[src/rtl/rpb_pkg.sv]
// Shared types, constants and the blend weight function of the RGB555 pixel blender.
// Depends on nothing; every other file of the block imports it.
package rpb_pkg;

   // Pixel layout: bit 15 opaque, then three 5-bit channels, blue in the low bits.
   localparam int PIXEL_W   = 16;
   localparam int CHAN_W    = 5;
   localparam int CHANNELS  = 3;
   localparam int WIDE_W    = 8;
   localparam int TINTED_W  = WIDE_W + 1;
   localparam int PROD_W    = 2 * WIDE_W;
   localparam int SUM_W     = PROD_W + 1;
   localparam int SUM_SHIFT = 11;
   localparam int TINT_SHIFT = 7;
   localparam int OPAQUE_BIT = PIXEL_W - 1;

   // Configuration port.
   localparam int CSR_INDEX_W = 3;
   localparam int CSR_DATA_W  = CHANNELS * WIDE_W;
   localparam int MODE_W      = 3;

   localparam logic [CSR_INDEX_W-1:0] REG_SRC_MODE     = 3'd0;
   localparam logic [CSR_INDEX_W-1:0] REG_DST_MODE     = 3'd1;
   localparam logic [CSR_INDEX_W-1:0] REG_BLEND        = 3'd2;
   localparam logic [CSR_INDEX_W-1:0] REG_TRANSPARENCY = 3'd3;
   localparam logic [CSR_INDEX_W-1:0] REG_SRC_ALPHA    = 3'd4;
   localparam logic [CSR_INDEX_W-1:0] REG_DST_ALPHA    = 3'd5;
   localparam logic [CSR_INDEX_W-1:0] REG_TINT         = 3'd6;

   // Factor modes; the one remaining code, 7, selects full weight like FACTOR_ONE.
   localparam logic [MODE_W-1:0] FACTOR_ALPHA     = 3'd0;
   localparam logic [MODE_W-1:0] FACTOR_SRC       = 3'd1;
   localparam logic [MODE_W-1:0] FACTOR_DST       = 3'd2;
   localparam logic [MODE_W-1:0] FACTOR_ONE       = 3'd3;
   localparam logic [MODE_W-1:0] FACTOR_INV_ALPHA = 3'd4;
   localparam logic [MODE_W-1:0] FACTOR_INV_SRC   = 3'd5;
   localparam logic [MODE_W-1:0] FACTOR_INV_DST   = 3'd6;

   localparam logic [CSR_DATA_W-1:0] NO_TINT      = 24'h808080;
   localparam logic [WIDE_W-1:0]     OPAQUE_ALPHA = 8'h1f;
   localparam logic [WIDE_W-1:0]     FULL_WEIGHT  = 8'hff;
   localparam logic [CHAN_W-1:0]     CHAN_MAX     = 5'h1f;

   // Configuration as seen by the pipeline, with the derived flags.
   typedef struct packed {
      logic [MODE_W-1:0]     src_mode;
      logic [MODE_W-1:0]     dst_mode;
      logic                  blend_on;
      logic                  transparency_on;
      logic [WIDE_W-1:0]     src_level;
      logic [WIDE_W-1:0]     dst_level;
      logic [CSR_DATA_W-1:0] tint;
      logic                  tinted;
   } cfg_type;

   typedef struct packed {
      logic [PIXEL_W-1:0] source_pixel;
      logic [PIXEL_W-1:0] dest_pixel;
   } req_type;

   // After the tint stage.
   typedef struct packed {
      logic [CHANNELS-1:0][TINTED_W-1:0] tinted_src;
      logic [CHANNELS-1:0][CHAN_W-1:0]   dst_chan;
      logic                              opaque;
      logic                              keep;
      logic [PIXEL_W-1:0]                dest_pixel;
   } tint_type;

   // After the weighting stage.
   typedef struct packed {
      logic [CHANNELS-1:0][PROD_W-1:0]   src_prod;
      logic [CHANNELS-1:0][PROD_W-1:0]   dst_prod;
      logic [CHANNELS-1:0][TINTED_W-1:0] tinted_src;
      logic                              opaque;
      logic                              keep;
      logic [PIXEL_W-1:0]                dest_pixel;
   } weight_type;

   typedef struct packed {
      logic [PIXEL_W-1:0] result_pixel;
      logic               kept_destination;
   } rsp_type;

   // Weight picked by a factor mode from the constant alpha and both channels.
   function automatic logic [WIDE_W-1:0] blend_weight(
      input logic [MODE_W-1:0] mode,
      input logic [WIDE_W-1:0] alpha,
      input logic [WIDE_W-1:0] src,
      input logic [WIDE_W-1:0] dst
   );
      logic [WIDE_W-1:0] w;
      case (mode)
         FACTOR_ALPHA:     w = alpha;
         FACTOR_SRC:       w = src;
         FACTOR_DST:       w = dst;
         FACTOR_INV_ALPHA: w = alpha ^ FULL_WEIGHT;
         FACTOR_INV_SRC:   w = src ^ FULL_WEIGHT;
         FACTOR_INV_DST:   w = dst ^ FULL_WEIGHT;
         default:          w = FULL_WEIGHT;
      endcase
      return w;
   endfunction

endpackage

[src/rtl/rpb_channels.sv]
// Channel interfaces of the pixel blender: request, response and register write.
// Depends on rpb_pkg for the field widths.
interface rpb_req_if;
   import rpb_pkg::*;
   logic               valid;
   logic               ready;
   logic [PIXEL_W-1:0] source_pixel;
   logic [PIXEL_W-1:0] dest_pixel;
   modport source (output valid, source_pixel, dest_pixel, input ready);
   modport sink (input valid, source_pixel, dest_pixel, output ready);
endinterface

interface rpb_rsp_if;
   import rpb_pkg::*;
   logic               valid;
   logic               ready;
   logic [PIXEL_W-1:0] result_pixel;
   logic               kept_destination;
   modport source (output valid, result_pixel, kept_destination, input ready);
   modport sink (input valid, result_pixel, kept_destination, output ready);
endinterface

interface rpb_csr_if;
   import rpb_pkg::*;
   logic                   valid;
   logic                   ready;
   logic [CSR_INDEX_W-1:0] index;
   logic [CSR_DATA_W-1:0]  data;
   modport source (output valid, index, data, input ready);
   modport sink (input valid, index, data, output ready);
endinterface

[src/rtl/rgb555_pixel_blender_unit.sv]
// Top level of the RGB555 pixel blender: configuration registers and three pipeline stages.
// Depends on rpb_pkg, rpb_channels.sv, rpb_cfg_regs and the rpb_* stage modules.
//
// Usage: a request on req_bus carries one source and one destination ARGB1555 pixel;
// the composited pixel and a flag telling whether transparency kept the destination
// come back on rsp_bus in request order. Registers are written on csr_bus, which is
// always ready; write them only while no request is in flight.
// A response turns valid once its request has passed the tint, weight and mix registers.
// While rsp_bus is not stalled, one request is accepted every cycle: the stages are tint
// multiply, weight multiply, and sum/clamp, each ending in a register, with valid bits
// moving alongside the data.
// When the receiver holds rsp_bus.ready low the last stage keeps its response and the
// stall backs up stage by stage; req_bus.ready drops only when all three are full.
// Synchronous reset empties the pipeline and loads the register defaults (all zero,
// tint 0x808080, meaning no tint).
module rgb555_pixel_blender_unit (
   input logic     clock,
   input logic     reset,
   rpb_req_if.sink req_bus,
   rpb_rsp_if.source rsp_bus,
   rpb_csr_if.sink csr_bus
);
   import rpb_pkg::*;

   cfg_type    cfg;
   req_type    req_data;
   tint_type   tint_data;
   weight_type weight_data;
   rsp_type    rsp_data;
   logic       tint_valid;
   logic       tint_ready;
   logic       weight_valid;
   logic       weight_ready;

   rpb_cfg_regs u_cfg_regs (
      .clock   (clock),
      .reset   (reset),
      .csr_bus (csr_bus),
      .cfg     (cfg)
   );

   assign req_data.source_pixel = req_bus.source_pixel;
   assign req_data.dest_pixel   = req_bus.dest_pixel;

   rpb_tint_stage u_tint_stage (
      .clock     (clock),
      .reset     (reset),
      .cfg       (cfg),
      .in_valid  (req_bus.valid),
      .in_ready  (req_bus.ready),
      .in_data   (req_data),
      .out_valid (tint_valid),
      .out_ready (tint_ready),
      .out_data  (tint_data)
   );

   rpb_weight_stage u_weight_stage (
      .clock     (clock),
      .reset     (reset),
      .cfg       (cfg),
      .in_valid  (tint_valid),
      .in_ready  (tint_ready),
      .in_data   (tint_data),
      .out_valid (weight_valid),
      .out_ready (weight_ready),
      .out_data  (weight_data)
   );

   rpb_mix_stage u_mix_stage (
      .clock     (clock),
      .reset     (reset),
      .cfg       (cfg),
      .in_valid  (weight_valid),
      .in_ready  (weight_ready),
      .in_data   (weight_data),
      .out_valid (rsp_bus.valid),
      .out_ready (rsp_bus.ready),
      .out_data  (rsp_data)
   );

   assign rsp_bus.result_pixel     = rsp_data.result_pixel;
   assign rsp_bus.kept_destination = rsp_data.kept_destination;

   // An accepted request always lands in the first stage.
   a_req_lands: assert property (@(posedge clock) disable iff (reset)
      (req_bus.valid && req_bus.ready) |=> tint_valid)
      else $error("accepted request did not reach the tint stage");

   // The destination can only be kept while transparency is on.
   a_keep_needs_transparency: assert property (@(posedge clock) disable iff (reset)
      (rsp_bus.valid && rsp_bus.kept_destination) |-> cfg.transparency_on)
      else $error("destination kept with transparency off");

   // With transparency on, every composited pixel comes from an opaque source.
   a_composited_is_opaque: assert property (@(posedge clock) disable iff (reset)
      (rsp_bus.valid && !rsp_bus.kept_destination && cfg.transparency_on)
         |-> rsp_bus.result_pixel[OPAQUE_BIT])
      else $error("transparent source composited instead of kept");

   // A full pipeline with a stalled receiver must refuse requests.
   a_full_stalls: assert property (@(posedge clock) disable iff (reset)
      (rsp_bus.valid && !rsp_bus.ready && weight_valid && tint_valid) |-> !req_bus.ready)
      else $error("request taken while the pipeline is full and stalled");

endmodule

[src/rtl/rpb_cfg_regs.sv]
// Configuration registers of the pixel blender and the flags derived from them.
// Depends on rpb_pkg and the csr interface in rpb_channels.sv.
module rpb_cfg_regs (
   input  logic            clock,
   input  logic            reset,
   rpb_csr_if.sink         csr_bus,
   output rpb_pkg::cfg_type cfg
);
   import rpb_pkg::*;

   logic [MODE_W-1:0]     src_mode_ff;
   logic [MODE_W-1:0]     dst_mode_ff;
   logic                  blend_ff;
   logic                  transparency_ff;
   logic [WIDE_W-1:0]     src_level_ff;
   logic [WIDE_W-1:0]     dst_level_ff;
   logic [CSR_DATA_W-1:0] tint_ff;
   logic                  write_en;
   logic                  opaque_pair;

   // Writes are always taken.
   assign csr_bus.ready = 1'b1;
   assign write_en = csr_bus.valid && csr_bus.ready;

   // Register writes; an index past the list is ignored.
   always_ff @(posedge clock) begin
      if (reset) begin
         src_mode_ff     <= '0;
         dst_mode_ff     <= '0;
         blend_ff        <= 1'b0;
         transparency_ff <= 1'b0;
         src_level_ff    <= '0;
         dst_level_ff    <= '0;
         tint_ff         <= NO_TINT;
      end else if (write_en) begin
         case (csr_bus.index)
            REG_SRC_MODE:     src_mode_ff     <= csr_bus.data[MODE_W-1:0];
            REG_DST_MODE:     dst_mode_ff     <= csr_bus.data[MODE_W-1:0];
            REG_BLEND:        blend_ff        <= csr_bus.data[0];
            REG_TRANSPARENCY: transparency_ff <= csr_bus.data[0];
            REG_SRC_ALPHA:    src_level_ff    <= csr_bus.data[WIDE_W-1:0];
            REG_DST_ALPHA:    dst_level_ff    <= csr_bus.data[WIDE_W-1:0];
            REG_TINT:         tint_ff         <= csr_bus.data;
            default:          ;
         endcase
      end
   end

   // The constant-alpha opaque pair turns blending off.
   assign opaque_pair = (src_mode_ff == FACTOR_ALPHA) && (src_level_ff == OPAQUE_ALPHA) &&
                        (dst_mode_ff == FACTOR_INV_ALPHA) && (dst_level_ff == OPAQUE_ALPHA);

   always_comb begin
      cfg.src_mode        = src_mode_ff;
      cfg.dst_mode        = dst_mode_ff;
      cfg.blend_on        = blend_ff && !opaque_pair;
      cfg.transparency_on = transparency_ff;
      cfg.src_level       = src_level_ff;
      cfg.dst_level       = dst_level_ff;
      cfg.tint            = tint_ff;
      cfg.tinted          = (tint_ff != NO_TINT);
   end

endmodule

[src/rtl/rpb_tint_stage.sv]
// First pipeline stage: widens the source channels and applies the tint.
// Depends on rpb_pkg.
module rpb_tint_stage (
   input  logic             clock,
   input  logic             reset,
   input  rpb_pkg::cfg_type cfg,
   input  logic             in_valid,
   output logic             in_ready,
   input  rpb_pkg::req_type in_data,
   output logic             out_valid,
   input  logic             out_ready,
   output rpb_pkg::tint_type out_data
);
   import rpb_pkg::*;

   logic     valid_ff;
   logic     valid_in;
   tint_type data_ff;
   tint_type data_in;

   // The stage takes a new request when empty or when its content moves on.
   assign in_ready = !valid_ff || out_ready;
   assign valid_in = in_ready ? in_valid : valid_ff;

   // Per channel: c<<3, then (c8 * tint) >> 7 when a tint is set.
   always_comb begin
      logic [WIDE_W-1:0] src8;
      logic [PROD_W-1:0] prod;
      for (int i = 0; i < CHANNELS; i++) begin
         src8 = {in_data.source_pixel[CHAN_W*i +: CHAN_W], {(WIDE_W-CHAN_W){1'b0}}};
         prod = PROD_W'(src8) * PROD_W'(cfg.tint[WIDE_W*i +: WIDE_W]);
         data_in.tinted_src[i] = cfg.tinted ? prod[TINT_SHIFT +: TINTED_W]
                                            : {1'b0, src8};
         data_in.dst_chan[i]   = in_data.dest_pixel[CHAN_W*i +: CHAN_W];
      end
      data_in.opaque     = in_data.source_pixel[OPAQUE_BIT];
      data_in.keep       = cfg.transparency_on && !in_data.source_pixel[OPAQUE_BIT];
      data_in.dest_pixel = in_data.dest_pixel;
   end

   always_ff @(posedge clock) begin
      if (reset) begin
         valid_ff <= 1'b0;
      end else begin
         valid_ff <= valid_in;
      end
   end

   always_ff @(posedge clock) begin
      if (in_ready && in_valid) begin
         data_ff <= data_in;
      end
   end

   assign out_valid = valid_ff;
   assign out_data  = data_ff;

endmodule

[src/rtl/rpb_weight_stage.sv]
// Second pipeline stage: clamps the tinted source and multiplies both sides by their weights.
// Depends on rpb_pkg.
module rpb_weight_stage (
   input  logic               clock,
   input  logic               reset,
   input  rpb_pkg::cfg_type   cfg,
   input  logic               in_valid,
   output logic               in_ready,
   input  rpb_pkg::tint_type  in_data,
   output logic               out_valid,
   input  logic               out_ready,
   output rpb_pkg::weight_type out_data
);
   import rpb_pkg::*;

   logic       valid_ff;
   logic       valid_in;
   weight_type data_ff;
   weight_type data_in;

   assign in_ready = !valid_ff || out_ready;
   assign valid_in = in_ready ? in_valid : valid_ff;

   // Six independent 8x8 products, two per channel.
   always_comb begin
      logic [WIDE_W-1:0] src_clamp;
      logic [WIDE_W-1:0] dst8;
      logic [WIDE_W-1:0] src_w;
      logic [WIDE_W-1:0] dst_w;
      for (int i = 0; i < CHANNELS; i++) begin
         src_clamp = in_data.tinted_src[i][WIDE_W] ? FULL_WEIGHT
                                                   : in_data.tinted_src[i][WIDE_W-1:0];
         dst8  = {in_data.dst_chan[i], {(WIDE_W-CHAN_W){1'b0}}};
         src_w = blend_weight(cfg.src_mode, cfg.src_level, src_clamp, dst8);
         dst_w = blend_weight(cfg.dst_mode, cfg.dst_level, src_clamp, dst8);
         data_in.src_prod[i] = PROD_W'(src_clamp) * PROD_W'(src_w);
         data_in.dst_prod[i] = PROD_W'(dst8) * PROD_W'(dst_w);
      end
      data_in.tinted_src = in_data.tinted_src;
      data_in.opaque     = in_data.opaque;
      data_in.keep       = in_data.keep;
      data_in.dest_pixel = in_data.dest_pixel;
   end

   always_ff @(posedge clock) begin
      if (reset) begin
         valid_ff <= 1'b0;
      end else begin
         valid_ff <= valid_in;
      end
   end

   always_ff @(posedge clock) begin
      if (in_ready && in_valid) begin
         data_ff <= data_in;
      end
   end

   assign out_valid = valid_ff;
   assign out_data  = data_ff;

endmodule

[src/rtl/rpb_mix_stage.sv]
// Last pipeline stage: saturating sum, final clamp and pixel assembly, held in the output register.
// Depends on rpb_pkg.
module rpb_mix_stage (
   input  logic                clock,
   input  logic                reset,
   input  rpb_pkg::cfg_type    cfg,
   input  logic                in_valid,
   output logic                in_ready,
   input  rpb_pkg::weight_type in_data,
   output logic                out_valid,
   input  logic                out_ready,
   output rpb_pkg::rsp_type    out_data
);
   import rpb_pkg::*;

   localparam int NB_W = TINTED_W - (WIDE_W - CHAN_W);

   logic    valid_ff;
   logic    valid_in;
   rsp_type data_ff;
   rsp_type data_in;

   assign in_ready = !valid_ff || out_ready;
   assign valid_in = in_ready ? in_valid : valid_ff;

   // Blend: sum saturates at 16 bits, then >> 11. Pass: tinted >> 3, clamped to 31.
   always_comb begin
      logic [SUM_W-1:0]  sum;
      logic [CHAN_W-1:0] mixed;
      logic [NB_W-1:0]   narrow;
      logic [CHAN_W-1:0] passed;
      data_in.result_pixel = '0;
      for (int i = 0; i < CHANNELS; i++) begin
         sum    = SUM_W'(in_data.src_prod[i]) + SUM_W'(in_data.dst_prod[i]);
         mixed  = sum[SUM_W-1] ? CHAN_MAX : sum[SUM_SHIFT +: CHAN_W];
         narrow = in_data.tinted_src[i][TINTED_W-1 -: NB_W];
         passed = narrow[NB_W-1] ? CHAN_MAX : narrow[CHAN_W-1:0];
         data_in.result_pixel[CHAN_W*i +: CHAN_W] = cfg.blend_on ? mixed : passed;
      end
      data_in.result_pixel[OPAQUE_BIT] = in_data.opaque;
      if (in_data.keep) begin
         data_in.result_pixel = in_data.dest_pixel;
      end
      data_in.kept_destination = in_data.keep;
   end

   always_ff @(posedge clock) begin
      if (reset) begin
         valid_ff <= 1'b0;
      end else begin
         valid_ff <= valid_in;
      end
   end

   always_ff @(posedge clock) begin
      if (in_ready && in_valid) begin
         data_ff <= data_in;
      end
   end

   assign out_valid = valid_ff;
   assign out_data  = data_ff;

endmodule
[src/flat_wrapper.sv]
// flat-port wrapper written by rule: the top's interface ports become plain ports
module rgb555_pixel_blender_unit_flat import rpb_pkg::*;
  (clock, reset, req_bus_valid, req_bus_source_pixel, req_bus_dest_pixel, req_bus_ready, rsp_bus_valid, rsp_bus_result_pixel, rsp_bus_kept_destination, rsp_bus_ready, csr_bus_valid, csr_bus_index, csr_bus_data, csr_bus_ready);
  rpb_req_if req_bus_i ();
  rpb_rsp_if rsp_bus_i ();
  rpb_csr_if csr_bus_i ();
  input logic clock;
  input logic reset;
  input wire logic [$bits(req_bus_i.valid)-1:0] req_bus_valid;
  input wire logic [$bits(req_bus_i.source_pixel)-1:0] req_bus_source_pixel;
  input wire logic [$bits(req_bus_i.dest_pixel)-1:0] req_bus_dest_pixel;
  output wire logic [$bits(req_bus_i.ready)-1:0] req_bus_ready;
  output wire logic [$bits(rsp_bus_i.valid)-1:0] rsp_bus_valid;
  output wire logic [$bits(rsp_bus_i.result_pixel)-1:0] rsp_bus_result_pixel;
  output wire logic [$bits(rsp_bus_i.kept_destination)-1:0] rsp_bus_kept_destination;
  input wire logic [$bits(rsp_bus_i.ready)-1:0] rsp_bus_ready;
  input wire logic [$bits(csr_bus_i.valid)-1:0] csr_bus_valid;
  input wire logic [$bits(csr_bus_i.index)-1:0] csr_bus_index;
  input wire logic [$bits(csr_bus_i.data)-1:0] csr_bus_data;
  output wire logic [$bits(csr_bus_i.ready)-1:0] csr_bus_ready;
  assign req_bus_i.valid = req_bus_valid;
  assign req_bus_i.source_pixel = req_bus_source_pixel;
  assign req_bus_i.dest_pixel = req_bus_dest_pixel;
  assign req_bus_ready = req_bus_i.ready;
  assign rsp_bus_valid = rsp_bus_i.valid;
  assign rsp_bus_result_pixel = rsp_bus_i.result_pixel;
  assign rsp_bus_kept_destination = rsp_bus_i.kept_destination;
  assign rsp_bus_i.ready = rsp_bus_ready;
  assign csr_bus_i.valid = csr_bus_valid;
  assign csr_bus_i.index = csr_bus_index;
  assign csr_bus_i.data = csr_bus_data;
  assign csr_bus_ready = csr_bus_i.ready;
  rgb555_pixel_blender_unit u_core (.clock(clock), .reset(reset), .req_bus(req_bus_i), .rsp_bus(rsp_bus_i), .csr_bus(csr_bus_i));
endmodule
[config.mk]
export PLATFORM = sky130hd
export DESIGN_NAME = rgb555_pixel_blender_unit_flat
export DESIGN_NICKNAME = d
export VERILOG_FILES = /design/src/rtl/rpb_pkg.sv /design/src/rtl/rpb_channels.sv /design/src/rtl/rgb555_pixel_blender_unit.sv /design/src/rtl/rpb_cfg_regs.sv /design/src/rtl/rpb_tint_stage.sv /design/src/rtl/rpb_weight_stage.sv /design/src/rtl/rpb_mix_stage.sv /design/src/flat_wrapper.sv
export SDC_FILE = /design/constraint.sdc
export NUM_CORES = 1
export LEC_CHECK = 0
export BUFFER_PORTS_ARGS = -buffer_cell sky130_fd_sc_hd__buf_2
export CAP_MARGIN = 40
export CORE_MARGIN = 1
export CORE_UTILIZATION = 56
export CTS_CLUSTER_SIZE = 24
export DETAILED_ROUTE_END_ITERATION = 8
export PLACE_DENSITY = 0.7
export SLEW_MARGIN = 20
export SYNTH_ARGS = -nofsm -noshare
export SYNTH_HDL_FRONTEND = slang
export SYNTH_HIERARCHICAL = 1
export SYNTH_SLANG_ARGS = --single-unit
[constraint.sdc]
create_clock -name clock -period 5.45 [get_ports clock]
set_clock_uncertainty 0.05 [all_clocks]
set_input_delay 0.545 -clock clock [delete_from_list [all_inputs] [get_ports clock]]
set_output_delay 0.545 -clock clock [all_outputs]
set_load 0.01 [all_outputs]
; After elaboration in Yosys (flattened, before gate mapping)
; Index checks and enable logic that the tools add are counted.
[word_totals]
reg_bits = 260
out_inout_bits = 20
wordCells = 123
[op_classes]
add_sub_neg = 3
multipliers = 9
n_eq_ne = 19
muxes = 22
bitwise_logic = 8
n_reduce_logical = 26
[op_table]
columns = cell, n
row1 = 8-bit case mux with 6 select lines, 6
row2 = 5-bit by 8-bit multiplier with 13-bit output, 6
row3 = 8-bit NOT, 8
row4 = 16-bit by 16-bit adder with 17-bit output, 3
row5 = 8-bit by 8-bit multiplier with 16-bit output, 3
row6 = 8-bit 2-to-1 mux, 6
row7 = 5-bit 2-to-1 mux, 9
row8 = 3-bit == test (second input constant), 9
row9 = 24-bit inequality test (second input constant), 1
row10 = 8-bit by 5-bit == test with 1-bit output (second input constant), 2
row11 = 16-bit 2-to-1 mux, 1
row12 = 2-bit AND reduction, 7
row13 = 3-bit by 2-bit == test with 1-bit output (second input constant), 4
row14 = 3-bit by 1-bit == test with 1-bit output (second input constant), 3
row15 = 3-bit logical NOT, 3
row16 = 1-bit logical AND, 8
row17 = 1-bit logical NOT, 5
row18 = 1-bit logical OR, 3

; Longest topological paths before layout
[logic_depth]
word_depth = 8
mapped_depth = 22
mapped_depth_nobuf = 19

; By module
; Netlist, hierarchy kept.
[by_module_without_submodules]
columns = mod, instances, cells_each, area_each_um2, seq_area_each_um2
row1 = rpb_weight_stage, 1, 1679, 16031.6, 3983.8
row2 = rpb_tint_stage, 1, 502, 5146.2, 1371.3
row3 = rpb_mix_stage, 1, 287, 2508.7, 530.5
row4 = rpb_cfg_regs, 1, 219, 1935.6, 960.9

; Worst setup path after synthesis
; OpenSTA, ideal clock, no wires.
[synth_path]
path_kind = flip-flop to flip-flop
start = register u_core.u_tint_stage.data_ff, in the netlist u_core/u_tint_stage/out_data[50]
end = register u_core.u_weight_stage.data_ff, in the netlist u_core/u_weight_stage/out_data[123] (data pin)
setup_time_ns = 0.259
t_arrival_ns = 4.743
setup_slack_ns = 0.399
stages_incl_launch_ff = 21
n_path_buf = 2
synth_period_minus_slack_ns = 5.051
path_cell_list = edfxtp_1 buf_6 buf_6 nor2_2 a22oi_1 o21ai_2 nor2_1 fa_1 inv_1 fa_1 inv_1 fa_1 inv_1 fa_1 inv_1 ha_1 and3_1 a221oi_1 o21ai_0 a21oi_1 xnor2_1
[synth_rtl]
columns = element, line_no
row1 = from (decl), rpb_tint_stage.sv:18  ; tint_type data_ff;
row2 = from (signal assigned), rpb_tint_stage.sv:51  ; data_ff <= data_in;
row3 = to (signal assigned), rpb_weight_stage.sv:55  ; data_ff <= data_in;
row4 = to (decl), rpb_weight_stage.sv:18  ; weight_type data_ff;

==> impl_metrics.ini <==
[outcome]
status = completed

[setup_path]
critical_path_buf_inv_count = 4
crit_start = u_core/u_tint_stage/out_data[59]$_SDFFCE_PN0P_
critPathMostFrequentCell = fa_1
cp-start-kind = flip-flop
path_max_fanout = 10
crit-reg2reg-launch = u_core/u_tint_stage/out_data[59]$_SDFFCE_PN0P_
cp_top_family = adder cells
critPathSlowestCell = fa_1
crit_chain = buf_4, buf_12, nor2_8, a21oi_2, xor2_1, o22ai_2, nor2_1, fa_1, fa_1, fa_1, inv_1, fa_1, inv_1, ha_1, nor4_1, o211ai_1, a31o_2, a21oi_1, xnor2_1
cpPeakStageDelay_ns = 0.55
crit_type = reg -> reg
cp_data_required_time_ns = 5.71
endpoint_kind = flip-flop
crit_arrival_ns = 5.51

[floorplan]
die_height_um = 215
core_area_um2 = 44400
start_util_pct = 57.1
num_rows = 77
die-width_um = 215
dieArea_um2 = 46100
io-pin-count = 84

[route]
drt-pass1-iter-count = 6
drt_iter0_markers = 1434
avgRoutedWirePerCell_um = 18.1
via_count = 19367
viasPerCell = 5.71
drtAntennaViolNets = 0
wl_um = 61300
drc = 0

[job]
max_cap_viol_count = 0

[final_layout]
multi_input_area_um2 = 17000
fin_nets = 3324
syn2layout_area_growth_pct = 8.89
drive_gt1_share_pct = 11.8
finish.utilization_pct = 62.2
seq_area_um2 = 6580
design_area_um2 = 27600
fill_cells = 3709

[clocking]
worstSkewPairLatency_ns = 0.59
cts_buffers = 29
cts_tree = yes
root_buffer = clkbuf_16
clock_sinks = 236
hold_buffers = 0
clkSlewWorstSetupHoldPaths_ns = 0.07
cts.htree.levels = 1
cts_max_path_buffers = 3

[sta]
holdWs_ns = 0.0809
worst_pin_slew_ns = 0.771
slew_headroom_pct = 47.3
finalCriticalPeriod_ns = 5.26
fmax_mhz = 190
hold_viol = 0
setup-tns-final_ns = 0
fin_crit_sh_pct = 96.4
slew_violations = 0
setup_violations = 0

[global_routing]
track_usage_pct = 27.2
grt_antenna_before_repair = 1
grt_start_max_net_pins = 52
grt_pass1_wl_um = 101000
gr-total-overflow = 0
grt_pass1_vias = 19827

[power]
p_seq_share_pct = 36.2
pwr_density_cell_nw_per_um2 = 223
clockPowerShare_pct = 33.1
switching_power_mw = 2.04
share_comb_of_total_power_pct = 30.7
internal-power_mw = 4.11
p_leak_nw = 13.0
switching_share_pct = 33.2
peakVddDrop_uv = 247

[logic_synthesis]
syn_avg_cell_area_um2 = 9.47
synth_area_um2 = 25400
yosysWarnings = 6
netlist_instances = 2678

[placed_design]
hpwlAfterDp_um = 47900
dpl_cell_area_um2 = 26400
gp_congestion = 0.973
port-buffer-count = 82

[worst_hold_path]
hp-class = in -> reg
hold_start = req_bus_dest_pixel[7]
==> worst register-to-register path, cell delays in order (launching register included) <==
cell	delay [ns]
edfxtp_1	0.36
buf_4	0.20
buf_12	0.14
nor2_8	0.18
a21oi_2	0.08
xor2_1	0.16
o22ai_2	0.32
nor2_1	0.11
fa_1	0.56
fa_1	0.43
fa_1	0.49
inv_1	0.05
fa_1	0.47
inv_1	0.04
ha_1	0.24
nor4_1	0.38
o211ai_1	0.20
a31o_2	0.27
a21oi_1	0.16
xnor2_1	0.08
==> layout by cell type (no fill, tap or decap), types with 71 or more instances in the layout <==
master and n:
edfxtp_1 185, fa_1 213, nand2_1 213, and2_1 149, buf_4 74, ha_1 273
xor2_1 71, o21ai_0 83, nor2_1 278, a21oi_1 169, buf_2 82, inv_1 318
==> through the flow <==
step	worst slack (ns)	std cells	total power [mW]
floorplan	0.399	2686	3.60
global placement	0.218	3325	4.06
detailed placement	-0.0123	3326	4.11
CTS	0.0755	3380	6.17
global route	-0.0341	3390	6.51
finish	0.194	3390	6.15
==> layout make-up <==
cell class | count | share of cell area, %
diodes | 1 | 0.00906
clock inverters | 14 | 0.535
repair buffers | 162 | 3.90
flip-flops and latches | 236 | 23.8
clock buffers | 40 | 3.16
multi-input cells | 2025 | 61.5
well taps | 592 | 2.68
inverters | 320 | 4.35
==> power by group through the flow <==
stage          Clock (mW)  Combinational [mW]  Sequential (mW)
2_1_floorplan           0                1.39             2.21
3_3_place_gp            0                1.79             2.26
3_5_place_dp            0                1.85             2.26
4_1_cts              2.08                1.87             2.23
5_1_grt              2.14                2.13             2.24
6_report             2.04                1.89             2.23
==> timing repair <==
| item | 4_1_cts | 5_1_grt |
|---|---|---|
| cloned | 0 | 0 |
| buffers inserted | 0 | 7 |
| pin swaps | 0 | 1 |
| gates resized for setup | 1 | 10 |
| setup endpoints to repair | 1 | 14 |
==> registers in the layout (all words and copies together) (netlist names) <==
name,cells
u_core/u_tint_stage/out_data,45
u_core/u_weight_stage/out_valid,1
u_core/u_cfg_regs/dst_level_ff,8
u_core/u_mix_stage/out_valid,1
u_core/u_cfg_regs/src_level_ff,8
u_core/u_cfg_regs/transparency_ff,1
u_core/u_cfg_regs/blend_ff,1
u_core/u_cfg_regs/dst_mode_ff,3
u_core/u_cfg_regs/src_mode_ff,3
u_core/u_weight_stage/out_data,123
u_core/u_cfg_regs/tint_ff,24
u_core/u_mix_stage/out_data,17
u_core/u_tint_stage/out_valid,1
==> layer usage <==
layer / part of all wire, % / GRT usage (%) / up-vias
met4: 3.3 / 9.07 / 0
met2: 48 / 46.1 / 557
met3: 5.1 / 3.55 / 123
met5: 0 / 0 / -
met1: 43 / 35.9 / 9434
li1: - / - / 9253
==> path summary, 6_finish.rpt <==
check	cells after the start	slack [ns]	end
max	19	0.19	u_core/u_weight_stage/out_data[137]$_DFFE_PP_
min	1	0.08	u_core/u_tint_stage/out_data[25]$_DFFE_PP_
min reg2reg	0	0.38	u_core/u_weight_stage/out_data[16]$_DFFE_PP_
max reg2reg	19	0.19	u_core/u_weight_stage/out_data[137]$_DFFE_PP_
Power figures use the tool's default switching activity.
